**config.mk**
```make
export PLATFORM = sky130hd
export DESIGN_NAME = vn_skid
export DESIGN_NICKNAME = d
export VERILOG_FILES = /design/src/design/vn_pkg.sv /design/src/design/vn_skid.sv
export SDC_FILE = /design/constraint.sdc
export NUM_CORES = 1
export LEC_CHECK = 0
export ABC_AREA = 1
export BUFFER_PORTS_ARGS = -buffer_cell sky130_fd_sc_hd__buf_2
export CORE_ASPECT_RATIO = 0.9
export CORE_UTILIZATION = 30
export DETAILED_ROUTE_END_ITERATION = 8
export GPL_ROUTABILITY_DRIVEN = 0
export MAX_ROUTING_LAYER = met4
export PLACE_DENSITY_LB_ADDON = 0.25
export SETUP_SLACK_MARGIN = 0.4
export SYNTH_ARGS = -nofsm -noshare
export SYNTH_HDL_FRONTEND = slang
export SYNTH_SLANG_ARGS = --single-unit
```
**constraint.sdc**
```tcl
create_clock -name clk -period 24.8 [get_ports clk]
set_input_delay 4.96 -clock clk [delete_from_list [all_inputs] [get_ports clk]]
set_output_delay 4.96 -clock clk [all_outputs]
set_load 0.05 [all_outputs]
```
**src/design/vn_pkg.sv**
```systemverilog
// Shared types and constants for the vector normalizer.
package vn_pkg;

  localparam int LANES = 4;
  localparam int ROOT_STEPS = 32;
  localparam int QUOT_BITS = 31;

  localparam logic [31:0] ONE_Q30 = 32'h4000_0000;
  localparam logic [31:0] ONE_Q16 = 32'h0001_0000;

  typedef struct packed {
    logic signed [31:0] comp_0;
    logic signed [31:0] comp_1;
    logic signed [31:0] comp_2;
    logic signed [31:0] comp_3;
    logic [2:0]         length;
  } in_word_t;

  typedef struct packed {
    logic signed [31:0] unit_0;
    logic signed [31:0] unit_1;
    logic signed [31:0] unit_2;
    logic signed [31:0] unit_3;
    logic [31:0]        magnitude;
    logic               degenerate;
  } out_word_t;

  // per-lane data that rides along the pipeline
  typedef struct packed {
    logic [LANES-1:0][31:0] absval;
    logic [LANES-1:0]       neg;
    logic [LANES-1:0]       used;
  } side_t;

endpackage

```
**src/design/vn_skid.sv**
```systemverilog
// Two-word output buffer between the pipeline and the result channel.
module vn_skid (
  input  logic              clk,
  input  logic              rst,
  input  logic              push,
  input  vn_pkg::out_word_t push_word,
  output logic              has_room,
  output logic              res_valid,
  input  logic              res_ready,
  output vn_pkg::out_word_t res
);

  vn_pkg::out_word_t buf_q [0:1];
  logic       wr_ptr;
  logic       rd_ptr;
  logic [1:0] cnt;
  logic       pop;

  assign pop       = res_valid && res_ready;
  assign res_valid = (cnt != 2'd0);
  assign res       = buf_q[rd_ptr];
  assign has_room  = (cnt != 2'd2);

  always_ff @(posedge clk) begin
    if (rst) begin
      wr_ptr <= 1'b0;
      rd_ptr <= 1'b0;
      cnt    <= 2'd0;
    end else begin
      if (push) begin
        wr_ptr <= ~wr_ptr;
      end
      if (pop) begin
        rd_ptr <= ~rd_ptr;
      end
      cnt <= cnt + {1'b0, push} - {1'b0, pop};
    end
  end

  always_ff @(posedge clk) begin
    if (push) begin
      buf_q[wr_ptr] <= push_word;
    end
  end

  assert property (@(posedge clk) disable iff (rst) cnt != 2'd3)
    else $error("skid count overflow");
  assert property (@(posedge clk) disable iff (rst) (cnt == 2'd2) |-> !push)
    else $error("push into full skid buffer");

endmodule

```
After elaboration in Yosys (flattened, before gate mapping)

Memories as Yosys holds them, arrays and structs flattened. A register that Yosys moved wholly into a read port is not among the register bits.
Index checks and enable logic that the tools add are counted.

Bits in registers: 4
RAM bits: 322
Output and inout bits: 163
Memories kept: 1

Add/subtract/negate cells: 2
Equality and inequality tests: 1
Mux-type cells: 4
Bitwise gates (word level): 2
Reduce and logical (&&, ||, !) cells: 2

Memories:

| name  | words | bits a word | rd ports | clocked after memory_dff | wr ports | line          | source |
|---|---|---|---|---|---|---|---|
| buf_q | 2     | 161         | 1        | 1                        | 1        | vn_skid.sv:13 | `vn_pkg::out_word_t buf_q [0:1];` |

Operators by type and width:

| operator                                    | count |
|---|---|
| 1-bit 2-to-1 mux                            | 4 |
| 2-bit by 1-bit adder with 2-bit output      | 1 |
| 2-bit != test, second input constant        | 1 |
| 1-bit NOT                                   | 2 |
| 2-bit nonzero test                          | 1 |
| 2-bit by 1-bit subtractor with 2-bit output | 1 |
| 1-bit logical AND                           | 1 |

Logic depth before layout (Yosys ltp)

Depth in word-level cells: 4
Depth in mapped cells: 10
Depth with buffers taken out: 10

Least setup slack after synthesis

OpenSTA, ideal clock, no wires.

Kind: input to register
From: in push
To: mem buf_q[0][0] (netlist bit) (enable)
Setup time: 0.688 ns
Data arrival time: 11.731 ns
Data required time: 24.112 ns
Setup slack: 12.381 ns
Stages on the path: 2
Buffers on the path: 0
Cell sequence: inv_1 -> nor2_1

Cells in the longest elaborated chain, start to end: 2

RTL lines:

| item                                   | line          | source |
|---|---|---|
| start, declared                        | vn_skid.sv:5  | `input logic push,` |
| 1-bit 2-to-1 mux                       | vn_skid.sv:41 | `if (push) begin` |
| 1-bit 2-to-1 mux (implied by the code) | vn_skid.sv:42 | `buf_q[wr_ptr] <= push_word;` |
| end, declared                          | vn_skid.sv:13 |  |

Every way passes these cells.

==> summary by stage <==
Final layout
The layout has 3714 filler cells. In the final layout, the share of cells above drive strength 1 is 0.590. The final-stage net count is 1059. Relative to the synthesized area, the layout overhead comes to 26.9%.

Global route
For met3 alone, demand over resource in global routing was 0.0436. The busiest layer in global routing is met2. The number of antenna violations at the first check in global routing came to 3. The global routing usage on met2 is 0.186. The first global-routing pass estimated 37.1 mm of wire. Across every metal layer, demand over resource in global routing totals 0.121. The met1 global-route usage is 0.145. The residual overflow from global routing is 0.

The via count of the first global-routing pass is 6394. The largest net degree at the start of global routing is 66.

Routing
The number of design-rule violations left by the first detailed-router iteration is 253. The detail route stage leaves a number of antenna-violating nets equal to 0. The final wirelength is 24.8 mm. The first-pass detailed-route iteration total is 4. Detailed routing inserted a total of 6092 vias. In the final routed layout, each cell accounts on average for 17.1 um.

Dividing the detail-routed via count by the number of cells gives 4.20. In the routed design, unresolved DRC markers number 0.

Floorplan
The number of placement rows is 69. The die is 193 um tall. The horizontal die dimension is 215 um. The initial utilization of the core area, before any placement, comes to 0.307. The region available for standard cell placement spans 39800 sq um. The die covers 41500 sq um. Pin placement for this block handled 328 I/O pins.

Worst setup path
At the worst endpoint, the required time is 19.84 ns. STA classifies the critical path startpoint as a flop. The critical path goes through buf_4, mux2_2, buf_2.

Counting both buffers and inverters, the worst setup path holds a total of 2. The setup slack of the most critical reg-to-reg path is 22.56 ns. The data arrival time of the worst path is 3.17 ns. In this design, the stage delay of the slowest critical-path cell is 1.01 ns. Of all nets on the critical path, the largest fanout is 64. The type of the setup path with the least slack is reg -> out. The kind of cell with the highest combined delay on the critical path is buffers and inverters. The sort of element at the end of the critical path is a primary output. The cell at the slowest stage of the critical path is sky130_fd_sc_hd__dfxtp_4.

Run status
The flow ran to the end, and the final reports show no timing, DRC or antenna violations.

STA
Setup repair after global routing left no endpoint under its margin. The post-route clock skew is 0.0108 ns. The final-report max-slew violation count is 0. The worst hold slack across all endpoints is 0.505 ns. The final clock period utilization by the worst path is 0.328.

The slack of the critical path is 16.67 ns. Setup violations remaining at the end of the flow were counted as 0. The worst path in the final design needs a cycle of 8.13 ns, including I/O delays and setup. The setup TNS after final layout is 0 ns. The worst pin sits at a relative slew slack of 0.316.

At the pin with the least slew margin, the transition time is 1.03 ns. For this run, the top clock speed supported by timing is 0.123 GHz. The final hold violation count is 0.

Yosys
The most instantiated flip-flop cell in the synthesis netlist is sky130_fd_sc_hd__edfxtp_1. The most frequent cell after synthesis is sky130_fd_sc_hd__edfxtp_1. The commonest cells after synthesis are sky130_fd_sc_hd__edfxtp_1 (322), sky130_fd_sc_hd__mux2_4 (90), sky130_fd_sc_hd__mux2_2 (71). Synthesis handed over a netlist of 537 instances. The count of distinct cell types in the synthesized netlist is 13. The post-synthesis instance area is 12200 sq um. After synthesis, the cell types taking the most area are sky130_fd_sc_hd__edfxtp_1 (79%), sky130_fd_sc_hd__mux2_4 (11%), sky130_fd_sc_hd__mux2_2 (6.5%). The net count of the mapped netlist is 704. In the synthesized netlist the async set-or-reset flop fraction comes to 0.

sky130_fd_sc_hd__edfxtp_1 takes more of the synthesized area than any other cell. Of the synthesized area, sequential elements account for 0.800. The synthesized design contains 322 enable-type register cells. The register bit total from synthesis is 327. The number of warnings reported in the yosys synthesis log is 0. The share of the synthesized area in the top cell type is 0.791. Averaged over all synthesized cells, the footprint is 22.8 sq um.

Clock tree
The clock insertion delay at the later pin of the skew report is 0.52 ns. The post-cts sizing count is 0. The H-tree generated during clock tree synthesis spans 2 levels. The CTS tree is yes.

The number of buffers created by CTS is 37. The root buffer cell chosen for the clock tree is sky130_fd_sc_hd__clkbuf_16. The number of buffers between clock root and the deepest sink is 3.

After clock tree synthesis, the setup repair step added 0 buffers. The number of hold buffers added after CTS was 0. After clock tree synthesis, the clock-pin slew on the worst setup and hold paths is 0.06 ns.

The number of clock sinks is 327.

Placed design
Prior to clock tree synthesis, the placed netlist has a worst setup slack of 17.12 ns. The port buffer count is 327. Once detailed placement completed, the half-perimeter wirelength came to 16.0 mm.

Run
The number of maximum-capacitance violations is 0.

Worst hold path
The worst hold path belongs to the class reg -> reg.

Power
IR analysis of the VDD net gives a maximum drop of 0.0000512 V. The analysis attributes to cell leakage a power of 5.92 nW. The areal power density over the cells is 102 nW/um^2.
[metrics by stage]
step / area (sq um) / instances / utilization / power, mW
floorplan: 12200 / 537 / - / 1.02
global placement: 14400 / 1385 / 0.363 / 1.11
detailed placement: 14400 / 1385 / 0.363 / 1.11
CTS: 15500 / 1446 / 0.389 / 1.61
global route: 15500 / 1449 / 0.390 / 1.64
finish: 15500 / 1449 / 0.390 / 1.58
[registers in the layout (all words and copies together) (netlist names), named ones only]
register,cells
buf_q,322
cnt,2
wr_ptr,1
rd_ptr,1
[area by class of cell]
| class | instances | area [sq um] | share of cell area |
|---|---|---|---|
| Clock buffer | 42 | 945 | 0.0609 |
| Timing Repair Buffer | 334 | 1690 | 0.109 |
| Sequential cell | 327 | 9770 | 0.630 |
| Antenna cell | 3 | 7.51 | 0.000484 |
| Tap cell | 532 | 666 | 0.0429 |
| Multi-Input combinational cell | 183 | 2260 | 0.146 |
| Inverter | 9 | 38.8 | 0.00250 |
| Clock inverter | 19 | 126 | 0.00815 |
[worst reg2reg max path: stages (launching register included)]
cell and delay [ns]:
sky130_fd_sc_hd__dfxtp_1 0.34, sky130_fd_sc_hd__nor2_4 0.10, sky130_fd_sc_hd__buf_4 0.60, sky130_fd_sc_hd__buf_4 0.75
[power breakdown]
group / total, mW / internal [mW] / switching (mW)
logic: 0.426 / 0.134 / 0.292
registers: 0.664 / 0.643 / 0.0207
clock network: 0.490 / 0.290 / 0.200
total: 1.58 / 1.07 / 0.513
[worst paths after layout]
kind / startpoint / to / depth (start not counted)
worst max register to register: wr_ptr / buf_q[0][103] / 3
worst min register to register: rd_ptr / rd_ptr / 2
worst min-delay path: rd_ptr / rd_ptr / 2
worst max-delay path: flop / res[0] / 3
[layout by cell type, fill, tap and decap left out, types with 3 or more instances in the layout]
cell                          n
sky130_fd_sc_hd__mux2_4      90
sky130_fd_sc_hd__clkinv_1    15
sky130_fd_sc_hd__edfxtp_1   322
sky130_fd_sc_hd__clkbuf_16   37
sky130_fd_sc_hd__buf_2      327
sky130_fd_sc_hd__buf_4        7
sky130_fd_sc_hd__nor2_1       8
sky130_fd_sc_hd__inv_1        8
sky130_fd_sc_hd__clkbuf_1     5
sky130_fd_sc_hd__nand2_1      7
sky130_fd_sc_hd__mux2_2      71
sky130_fd_sc_hd__diode_2      3
sky130_fd_sc_hd__dfxtp_1      4
[kinds of logic (layout without fill, tap and decap cells)]
logic type,count (synthesis),after routing,share of synthesized area
buffers and inverters,27,404,0.0158
adder cells (fa/ha/maj),2,2,0.00205
other,0,3,0
flip-flops,327,327,0.800
AND/OR/NAND/NOR,19,19,0.00614
AO/OA/AOI/OAI,1,1,0.000409
multiplexers,161,161,0.176
[routing by layer]
layer / up-vias / part of all wire
met5: - / 0
met3: 47 / 0.077
met2: 206 / 0.47
met1: 3013 / 0.43
li1: 2826 / -
met4: 0 / 0.022
(Power assumes the default switching activity.)
